==> src/nfrag_pkg.sv <==
package nfrag_pkg;

    localparam int CNT_W = 16;
    localparam int QDEPTH = 4;
    localparam int QIDX_W = $clog2(QDEPTH);
    localparam int MP_W = 10;
    localparam logic [MP_W-1:0] HDR_LEN = 10'd3;
    localparam logic [MP_W-1:0] MAX_PAYLOAD_RESET = 10'd23;
    localparam int FLAG_START_BIT = 0;
    localparam int FLAG_END_BIT = 1;

    typedef enum logic [1:0] {
        K_ERR   = 2'd0,
        K_EMPTY = 2'd1,
        K_FULL  = 2'd2,
        K_BODY  = 2'd3
    } t_kind;

    typedef struct packed {
        t_kind      kind;
        logic [1:0] flags;
        logic [7:0] txn;
        logic [7:0] seq;
        logic [7:0] data;
        logic       pkt_last;
        logic       warn_active;
        logic       warn_inactive;
    } t_cmd;

endpackage

==> src/nfrag_front.sv <==
module nfrag_front (
    input  logic                                i_clk,
    input  logic                                i_rst_n,
    input  logic [nfrag_pkg::MP_W-1:0]          i_max_payload,
    input  logic                                i_valid,
    output logic                                o_ready,
    input  logic [7:0]                          i_data_byte,
    input  logic [15:0]                         i_call_total,
    input  logic                                i_txn_start,
    input  logic                                i_txn_end,
    input  logic                                i_q_full,
    output logic                                o_push,
    output nfrag_pkg::t_cmd                     o_cmd
);

    logic [7:0]                    r_txn, n_txn;
    logic [7:0]                    r_seq, n_seq;
    logic                          r_inflight, n_inflight;
    logic [nfrag_pkg::CNT_W-1:0]   r_sent, n_sent;
    logic [nfrag_pkg::MP_W-1:0]    r_fill, n_fill;

    logic [nfrag_pkg::CNT_W-1:0]   total, bs, sent, remain;
    logic [nfrag_pkg::MP_W-1:0]    cap, pf;
    logic [nfrag_pkg::MP_W:0]      fill;
    logic [7:0]                    txn_n, seq_n;
    logic                          inf_n, wa, wc, first, last_pkt, call_done, pkt_done;

    assign o_ready = !i_q_full;
    assign o_push  = i_valid && !i_q_full;

    always_comb begin
        total  = i_call_total[nfrag_pkg::CNT_W-1:0];
        cap    = i_max_payload - nfrag_pkg::HDR_LEN;
        bs     = (total == '0) ? '0 : r_sent;
        pf     = (total == '0) ? '0 : r_fill;
        first  = (bs == '0);
        txn_n  = r_txn;
        seq_n  = r_seq;
        inf_n  = r_inflight;
        wa     = 1'b0;
        wc     = 1'b0;
        if (first) begin
            if (i_txn_start) begin
                wa    = r_inflight;
                txn_n = r_txn + 8'd1;
                seq_n = 8'd0;
                inf_n = 1'b1;
            end else if (!r_inflight) begin
                wc = 1'b1;
            end
        end
        remain    = total - bs;
        last_pkt  = (bs >= total) || (remain <= nfrag_pkg::CNT_W'(cap));
        fill      = {1'b0, pf} + 11'd1;
        sent      = bs + 1'b1;
        call_done = (sent >= total) || (sent == '0);
        pkt_done  = call_done || (fill >= {1'b0, cap});

        o_cmd.kind          = nfrag_pkg::K_BODY;
        o_cmd.flags         = 2'b00;
        o_cmd.txn           = txn_n;
        o_cmd.seq           = seq_n;
        o_cmd.data          = i_data_byte;
        o_cmd.pkt_last      = pkt_done;
        o_cmd.warn_active   = wa;
        o_cmd.warn_inactive = wc;

        n_txn      = r_txn;
        n_seq      = r_seq;
        n_inflight = r_inflight;
        n_sent     = r_sent;
        n_fill     = r_fill;

        if (i_max_payload <= nfrag_pkg::HDR_LEN) begin
            o_cmd.kind          = nfrag_pkg::K_ERR;
            o_cmd.txn           = 8'd0;
            o_cmd.seq           = 8'd0;
            o_cmd.data          = 8'd0;
            o_cmd.pkt_last      = 1'b0;
            o_cmd.warn_active   = 1'b0;
            o_cmd.warn_inactive = 1'b0;
        end else if (total == '0) begin
            o_cmd.kind                            = nfrag_pkg::K_EMPTY;
            o_cmd.flags[nfrag_pkg::FLAG_START_BIT] = i_txn_start;
            o_cmd.flags[nfrag_pkg::FLAG_END_BIT]   = i_txn_end;
            o_cmd.pkt_last                        = 1'b1;
            n_txn      = txn_n;
            n_seq      = seq_n + 8'd1;
            n_inflight = i_txn_end ? 1'b0 : inf_n;
            n_sent     = '0;
            n_fill     = '0;
        end else begin
            o_cmd.kind = (pf == '0) ? nfrag_pkg::K_FULL : nfrag_pkg::K_BODY;
            o_cmd.flags[nfrag_pkg::FLAG_START_BIT] = i_txn_start && first;
            o_cmd.flags[nfrag_pkg::FLAG_END_BIT]   = i_txn_end && last_pkt;
            n_txn      = txn_n;
            n_seq      = pkt_done ? seq_n + 8'd1 : seq_n;
            n_fill     = pkt_done ? '0 : fill[nfrag_pkg::MP_W-1:0];
            n_inflight = (call_done && i_txn_end) ? 1'b0 : inf_n;
            n_sent     = call_done ? '0 : sent;
        end
    end

    always_ff @(posedge i_clk) begin
        if (!i_rst_n) begin
            r_txn      <= '0;
            r_seq      <= '0;
            r_inflight <= 1'b0;
            r_sent     <= '0;
            r_fill     <= '0;
        end else if (o_push) begin
            r_txn      <= n_txn;
            r_seq      <= n_seq;
            r_inflight <= n_inflight;
            r_sent     <= n_sent;
            r_fill     <= n_fill;
        end
    end

endmodule

==> src/nfrag_queue.sv <==
module nfrag_queue (
    input  logic            i_clk,
    input  logic            i_rst_n,
    input  logic            i_push,
    input  nfrag_pkg::t_cmd i_cmd,
    input  logic            i_pop,
    output nfrag_pkg::t_cmd o_head,
    output logic            o_valid,
    output logic            o_full
);

    nfrag_pkg::t_cmd                r_mem [nfrag_pkg::QDEPTH];
    logic [nfrag_pkg::QIDX_W-1:0]   r_wr, r_rd;
    logic [nfrag_pkg::QIDX_W:0]     r_count;
    logic                           do_pop;

    assign o_head  = r_mem[r_rd];
    assign o_valid = (r_count != '0);
    assign o_full  = (r_count == (nfrag_pkg::QIDX_W + 1)'(nfrag_pkg::QDEPTH));
    assign do_pop  = i_pop && o_valid;

    always_ff @(posedge i_clk) begin
        if (i_push) begin
            r_mem[r_wr] <= i_cmd;
        end
    end

    always_ff @(posedge i_clk) begin
        if (!i_rst_n) begin
            r_wr    <= '0;
            r_rd    <= '0;
            r_count <= '0;
        end else begin
            if (i_push) begin
                r_wr <= r_wr + 1'b1;
            end
            if (do_pop) begin
                r_rd <= r_rd + 1'b1;
            end
            if (i_push && !do_pop) begin
                r_count <= r_count + 1'b1;
            end else if (!i_push && do_pop) begin
                r_count <= r_count - 1'b1;
            end
        end
    end

endmodule

==> src/nfrag_back.sv <==
module nfrag_back (
    input  logic            i_clk,
    input  logic            i_rst_n,
    input  nfrag_pkg::t_cmd i_cmd,
    input  logic            i_q_valid,
    output logic            o_pop,
    output logic            o_valid,
    input  logic            i_ready,
    output logic [7:0]      o_byte,
    output logic            o_is_header,
    output logic            o_packet_last,
    output logic            o_item_last,
    output logic            o_status,
    output logic            o_warn_active,
    output logic            o_warn_inactive
);

    logic [1:0] r_phase;
    logic       load, cmd_last;
    logic [7:0] b;
    logic       hdr, pl, il, st;

    assign load  = i_q_valid && (!o_valid || i_ready);
    assign o_pop = load && cmd_last;

    always_comb begin
        b   = i_cmd.data;
        hdr = 1'b0;
        pl  = 1'b0;
        il  = 1'b0;
        st  = 1'b0;
        cmd_last = 1'b0;
        case (i_cmd.kind)
            nfrag_pkg::K_ERR: begin
                b        = 8'd0;
                st       = 1'b1;
                il       = 1'b1;
                cmd_last = 1'b1;
            end
            nfrag_pkg::K_BODY: begin
                pl       = i_cmd.pkt_last;
                il       = 1'b1;
                cmd_last = 1'b1;
            end
            nfrag_pkg::K_EMPTY, nfrag_pkg::K_FULL: begin
                case (r_phase)
                    2'd0: begin
                        b   = {6'd0, i_cmd.flags};
                        hdr = 1'b1;
                    end
                    2'd1: begin
                        b   = i_cmd.txn;
                        hdr = 1'b1;
                    end
                    2'd2: begin
                        b   = i_cmd.seq;
                        hdr = 1'b1;
                        if (i_cmd.kind == nfrag_pkg::K_EMPTY) begin
                            pl       = 1'b1;
                            il       = 1'b1;
                            cmd_last = 1'b1;
                        end
                    end
                    default: begin
                        pl       = i_cmd.pkt_last;
                        il       = 1'b1;
                        cmd_last = 1'b1;
                    end
                endcase
            end
            default: begin
                cmd_last = 1'b1;
            end
        endcase
    end

    always_ff @(posedge i_clk) begin
        if (!i_rst_n) begin
            r_phase <= 2'd0;
            o_valid <= 1'b0;
        end else begin
            if (load) begin
                r_phase <= cmd_last ? 2'd0 : r_phase + 2'd1;
                o_valid <= 1'b1;
            end else if (i_ready) begin
                o_valid <= 1'b0;
            end
        end
    end

    always_ff @(posedge i_clk) begin
        if (load) begin
            o_byte          <= b;
            o_is_header     <= hdr;
            o_packet_last   <= pl;
            o_item_last     <= il;
            o_status        <= st;
            o_warn_active   <= i_cmd.warn_active;
            o_warn_inactive <= i_cmd.warn_inactive;
        end
    end

endmodule

==> src/notification_fragmenter_unit.sv <==
// The first result of an item is registered in the command queue, then in the output register.
// The output register emits one byte per cycle while m_axis_tready is high; an item gives
// one body byte, three header bytes and a body byte when it opens a packet, three for an empty call.
// A four-entry command queue between the classifier and the emitter absorbs stalls.
// Reset is synchronous and active low; it clears the counters, the queue and the
// output valid, and loads the default payload size of 23 bytes.
module notification_fragmenter_unit (
    input  logic                          i_clk,
    input  logic                          i_rst_n,
    input  logic                          i_cfg_valid,
    output logic                          o_cfg_ready,
    input  logic [nfrag_pkg::MP_W-1:0]    i_cfg_data,
    input  logic                          s_axis_tvalid,
    output logic                          s_axis_tready,
    input  logic [23:0]                   s_axis_tdata,  // data_byte, call_total
    input  logic [1:0]                    s_axis_tuser,  // txn_start, txn_end
    output logic                          m_axis_tvalid,
    input  logic                          m_axis_tready,
    output logic [7:0]                    m_axis_tdata,  // out_byte
    output logic                          m_axis_tlast,
    output logic [4:0]                    m_axis_tuser   // is_header, item_last, status,
                                                         // start_while_active,
                                                         // continue_inactive
);

    logic [nfrag_pkg::MP_W-1:0] r_max_payload;
    nfrag_pkg::t_cmd            push_cmd, head_cmd;
    logic                       push, pop, q_valid, q_full;

    assign o_cfg_ready = 1'b1;

    always_ff @(posedge i_clk) begin
        if (!i_rst_n) begin
            r_max_payload <= nfrag_pkg::MAX_PAYLOAD_RESET;
        end else if (i_cfg_valid) begin
            r_max_payload <= i_cfg_data;
        end
    end

    nfrag_front u_front (
        .i_clk         (i_clk),
        .i_rst_n       (i_rst_n),
        .i_max_payload (r_max_payload),
        .i_valid       (s_axis_tvalid),
        .o_ready       (s_axis_tready),
        .i_data_byte   (s_axis_tdata[7:0]),
        .i_call_total  (s_axis_tdata[23:8]),
        .i_txn_start   (s_axis_tuser[0]),
        .i_txn_end     (s_axis_tuser[1]),
        .i_q_full      (q_full),
        .o_push        (push),
        .o_cmd         (push_cmd)
    );

    nfrag_queue u_queue (
        .i_clk   (i_clk),
        .i_rst_n (i_rst_n),
        .i_push  (push),
        .i_cmd   (push_cmd),
        .i_pop   (pop),
        .o_head  (head_cmd),
        .o_valid (q_valid),
        .o_full  (q_full)
    );

    nfrag_back u_back (
        .i_clk           (i_clk),
        .i_rst_n         (i_rst_n),
        .i_cmd           (head_cmd),
        .i_q_valid       (q_valid),
        .o_pop           (pop),
        .o_valid         (m_axis_tvalid),
        .i_ready         (m_axis_tready),
        .o_byte          (m_axis_tdata),
        .o_is_header     (m_axis_tuser[0]),
        .o_packet_last   (m_axis_tlast),
        .o_item_last     (m_axis_tuser[1]),
        .o_status        (m_axis_tuser[2]),
        .o_warn_active   (m_axis_tuser[3]),
        .o_warn_inactive (m_axis_tuser[4])
    );

endmodule

==> config.mk <==
export PLATFORM = sky130hd
export DESIGN_NAME = notification_fragmenter_unit
export DESIGN_NICKNAME = d
export VERILOG_FILES = /design/src/nfrag_pkg.sv /design/src/nfrag_front.sv /design/src/nfrag_queue.sv /design/src/nfrag_back.sv /design/src/notification_fragmenter_unit.sv
export SDC_FILE = /design/constraint.sdc
export NUM_CORES = 1
export LEC_CHECK = 0
export BUFFER_PORTS_ARGS = -buffer_cell sky130_fd_sc_hd__buf_2
export CORE_AREA = 2 2 137 172
export CTS_BUF_LIST = sky130_fd_sc_hd__clkbuf_8
export DETAILED_ROUTE_END_ITERATION = 8
export DIE_AREA = 0 0 139 174
export HOLD_SLACK_MARGIN = 0.1
export PLACE_DENSITY = 0.76
export REMOVE_ABC_BUFFERS = 1
export SLEW_MARGIN = 10
export SYNTH_ARGS = -nofsm -noshare
export SYNTH_HDL_FRONTEND = slang
export SYNTH_SLANG_ARGS = --single-unit
==> constraint.sdc <==
create_clock -name i_clk -period 5.9 [get_ports i_clk]
set_input_delay 1.18 -clock i_clk [delete_from_list [all_inputs] [get_ports i_clk]]
set_output_delay 1.18 -clock i_clk [all_outputs]
set_load 0.05 [all_outputs]
==> impl_results.rst <==
.. list-table::
   :header-rows: 1

   * - Metric
     - Value
   * - Sequential group share of total power
     - 43.4%
   * - Clock buffer count from CTS
     - 34
   * - Share of synthesized flip-flops with an asynchronous set or reset
     - 0%
   * - Area overhead of the layout relative to synthesis
     - 9.909%
   * - Hold-fix buffers, CTS
     - 0
   * - Tightest slew margin relative to the limit
     - 27.49%
   * - DPL Wire Length
     - 16510 um
   * - Final hold violation count
     - 0
   * - Per-cell via count in the routed design
     - 5.796
   * - Number of instances in the synthesized netlist
     - 1004
   * - DRC violations left
     - 0
   * - Outcome
     - finished, final reports clean
   * - Via count of the first global-routing pass
     - 7814
   * - Category of the worst setup path capture point
     - flop
   * - Library cell used as clock root buffer
     - clkbuf_8
   * - Post-route ant nets
     - 0
   * - Worst path max stage delay
     - 420 ps
   * - Startpoint types
     - primary input
   * - Most frequent standard cell in the layout excluding fill and tap cells
     - edfxtp_1
   * - Switching power as a share of total power
     - 33.56%
   * - Total of cells resized after clock tree synthesis
     - 0
   * - Count of pins on the block boundary
     - 58
   * - Nets
     - 1163
   * - Starting density of the core
     - 48.88%
   * - Combinational share of power
     - 29.5%
   * - Highest-delay cell along the critical path
     - nor4_1
   * - Ys flop type
     - edfxtp_1
   * - Total number of vias
     - 7894
   * - Max-cap viol count
     - 0
   * - Synthesized area per cell
     - 11.03 um2
   * - Maximum achievable frequency
     - 201.1 MHz
   * - Highest-count cells in the layout ignoring fill and taps
     - edfxtp_1, nand2_1, nor2_1
   * - Largest fanout on the critical path
     - 11
   * - Die area
     - 0.02419 mm2
   * - Largest net degree at the start of global routing
     - 41
   * - Netlist cell types
     - 72
   * - Routability congestion estimate
     - 0.9396
   * - Part of the Yosys area used for sequential elements
     - 49.18%
   * - CTS tree
     - built
   * - Die X-Extent
     - 139 um
   * - Core region area
     - 0.02265 mm2
   * - Hold Path Sink
     - u_front.r_fill[1]$_SDFFE_PN0P_
   * - Leakage power summed over all cells
     - 4.618 nW
   * - Number of warnings printed during yosys synthesis
     - 0
   * - Number of max-slew violations in the final report
     - 0
   * - Worst hold-check path type
     - reg2reg
   * - Power density of the placed cells
     - 348.6 mW/mm2
   * - # rows
     - 62
   * - Count of flip-flops with a built-in enable after synthesis
     - 138
   * - Crit path arrival time
     - 5230 ps
   * - Ordered list of cells on the worst path
     - buf_2, nor4_1, nand4_1, buf_4, nand2_1, ha_1, nor2b_1, o31a_1, o21ai_0, nor2b_1, xnor2_1, ha_1, nor3_1, a211o_1, o21ai_0, a31oi_1, o21ai_0, o41ai_1, buf_4
   * - Buffering stage count on the worst path with inverters included
     - 3
   * - Internal power summed over all cells
     - 2.819 mW
   * - Reg2reg start
     - u_front.r_sent[0]$_SDFFE_PN0P_
   * - Reg-to-reg slack, setup
     - 1930 ps
   * - Detailed Route WL
     - 23850 um
   * - Layout cell share with drive strength beyond 1
     - 15.64%
   * - Hold path startpoint
     - u_front.r_fill[1]$_SDFFE_PN0P_
   * - Reg2Reg Depth
     - 16
   * - Global-route congestion overflow total
     - 0
   * - Overall die height
     - 174 um
   * - Number of antenna violations at the first check in global routing
     - 0
   * - Antenna diode instance count
     - 0
   * - Routed len/inst
     - 17.51 um
   * - Sink count of the clock tree
     - 203
   * - RSZ-0062 raised after global routing
     - false
   * - Mapped Area
     - 0.01107 mm2
   * - Tot GR Track Use
     - 19.64%
   * - Filler Cells Inserted
     - 1981
   * - Number of failing setup endpoints in the final timing report
     - 0
   * - Clock transition at the register clock pins on the worst setup and hold paths after CTS
     - 60 ps
   * - Part of the power in the clock network
     - 27.1%
   * - Count of port buffers added during placement
     - 56
   * - Time the final worst path needs with I/O delays and setup
     - 4972 ps
   * - Most frequent CP cell
     - o21ai_0
   * - Worst clock skew
     - 19.80 ps
   * - Reg-to-reg critical path endpoint
     - u_front.r_seq[7]$_SDFFE_PN0P_
   * - CTS H-tree lvls
     - 2
   * - Net switching component of the power
     - 1.424 mW
   * - Depth of the worst hold-timing path
     - 2
   * - Highest ir drop seen on vdd
     - 0.2676 mV
   * - Slew of the pin with the lowest slew margin
     - 1088 ps
   * - Initial detailed-routing violation count
     - 627
   * - Global-route wire length before repair
     - 39070 um
   * - Final hold slack
     - 487.8 ps
   * - Post-layout utilization of the core
     - 53.73%
   * - Crit path max-delay family
     - compound AO/OA/AOI/OAI gates
   * - Clock latency reported for the late side of the worst-skew pair
     - 510 ps
   * - Ratio of final minimum period to clock period
     - 84.26%
   * - Path length in cells of the critical path
     - 19
   * - Post-CTS Setup Inserts
     - 0
   * - Detailed-routing iteration count for the pre-antenna-repair pass
     - 5
   * - Sum of negative setup slack
     - 0 ps
   * - Data required time of the critical path
     - 6160 ps
   * - Critical path class
     - in2reg
   * - Clock tree buffer depth
     - 3
   * - #FFs+latches synth
     - 203
[cell usage after synthesis, types with 6 or more instances]
master	n	share of area (%)
xnor2_1	28	2.2
and2_1	16	0.90
ha_1	72	8.1
xor2_1	28	2.2
and3_1	20	1.1
buf_4	14	0.95
a21o_1	11	0.75
mux4_2	31	6.3
clkbuf_1	34	1.2
a22o_1	8	0.63
a21oi_1	55	2.5
nand4_1	16	0.90
nor4_1	12	0.68
buf_2	12	0.54
dfxtp_1	65	12
o2111ai_1	6	0.47
inv_1	39	1.3
mux2i_1	15	1.4
nand3_1	45	2.0
nand2_1	94	3.2
or3_1	10	0.56
nor2_1	86	2.9
and4_1	7	0.55
a22oi_1	7	0.47
o21ai_0	25	1.1
o21a_1	7	0.47
nor3_1	18	0.81
edfxtp_1	138	37
[metrics by stage]
step | setup WS, ps | total power [mW] | std cells | instance area [um2]
finish | 928.4 | 4.243 | 1362 | 12170
detailed placement | 439.4 | 3.124 | 1300 | 11530
global route | 610.6 | 4.467 | 1362 | 12170
CTS | 970.7 | 4.279 | 1362 | 12170
floorplan | 366.6 | 2.792 | 939 | 10750
global placement | 457.2 | 3.093 | 1300 | 11530
[layer usage]
metal  GRT usage [%]  wire length [um]
met1           24.42             10090
met2           35.22             12120
met3           2.948              1124
met4           6.187               524
met5               0                 0
[flip-flops by register name, summed over array words and instances (netlist names), 2 cells and up, named ones only]
name / count
u_back.o_byte: 8
r_max_payload: 10
u_front.r_sent: 16
u_queue.r_rd: 2
u_queue.r_wr: 2
u_front.r_fill: 10
u_back.r_phase: 2
u_queue.r_count: 3
u_queue.r_mem: 124
u_front.r_txn: 8
u_front.r_seq: 8
[cell families (layout without fill, tap and decap cells)]
group,Yosys count,in the layout,synth area share (%)
compound gates,170,170,10.17
flops,203,203,49.18
xor+xnor,56,56,4.429
mux,46,46,7.661
fa+ha+maj,74,74,8.497
other cells,1,1,0.03387
simple gates,350,350,15.76
buf+inv,104,174,4.271
[power by group through the flow]
stage               registers (mW)  clock network, mW  logic (mW)
finish                        1.84               1.15        1.25
global route                  1.86               1.24        1.36
CTS                           1.84               1.18        1.26
detailed placement            1.87                  0        1.25
global placement              1.86                  0        1.23
floorplan                     2.09                  0       0.702
[worst reg2reg max path: cells and delay by family (launching register included)]
family	cells	cell delay, ps
AND/OR/NAND/NOR	8	1520
AO/OA/AOI/OAI	4	930
adder cells (fa/ha/maj)	2	520
flip-flops	1	450
buffers and inverters	1	300
XOR/XNOR	1	160
[layout make-up]
| type | count | area, um2 | area share, % |
|---|---|---|---|
| clock buffers | 38 | 523.0 | 4.297 |
| clock inverters | 24 | 112.6 | 0.9253 |
| inverters | 39 | 146.4 | 1.203 |
| multi-input cells | 697 | 5174 | 42.51 |
| flip-flops and latches | 203 | 5446 | 44.75 |
| well taps | 288 | 360.3 | 2.961 |
| repair buffers | 73 | 407.9 | 3.352 |
[how the worst max path moves through the flow]
stage               slack, ps                        endpoint              from
finish                    930  u_queue.r_mem[0][28]$_DFFE_PP_  s_axis_tdata[19]
global placement          460  u_queue.r_mem[0][28]$_DFFE_PP_  s_axis_tdata[19]
CTS                       970   u_front.r_seq[7]$_SDFFE_PN0P_  s_axis_tdata[19]
global route              610   u_front.r_seq[7]$_SDFFE_PN0P_  s_axis_tdata[19]
floorplan                 370   u_front.r_seq[7]$_SDFFE_PN0P_   s_axis_tdata[8]
detailed placement        440   u_front.r_seq[7]$_SDFFE_PN0P_  s_axis_tdata[19]
Note: power is estimated with default switching activity, not from simulation.
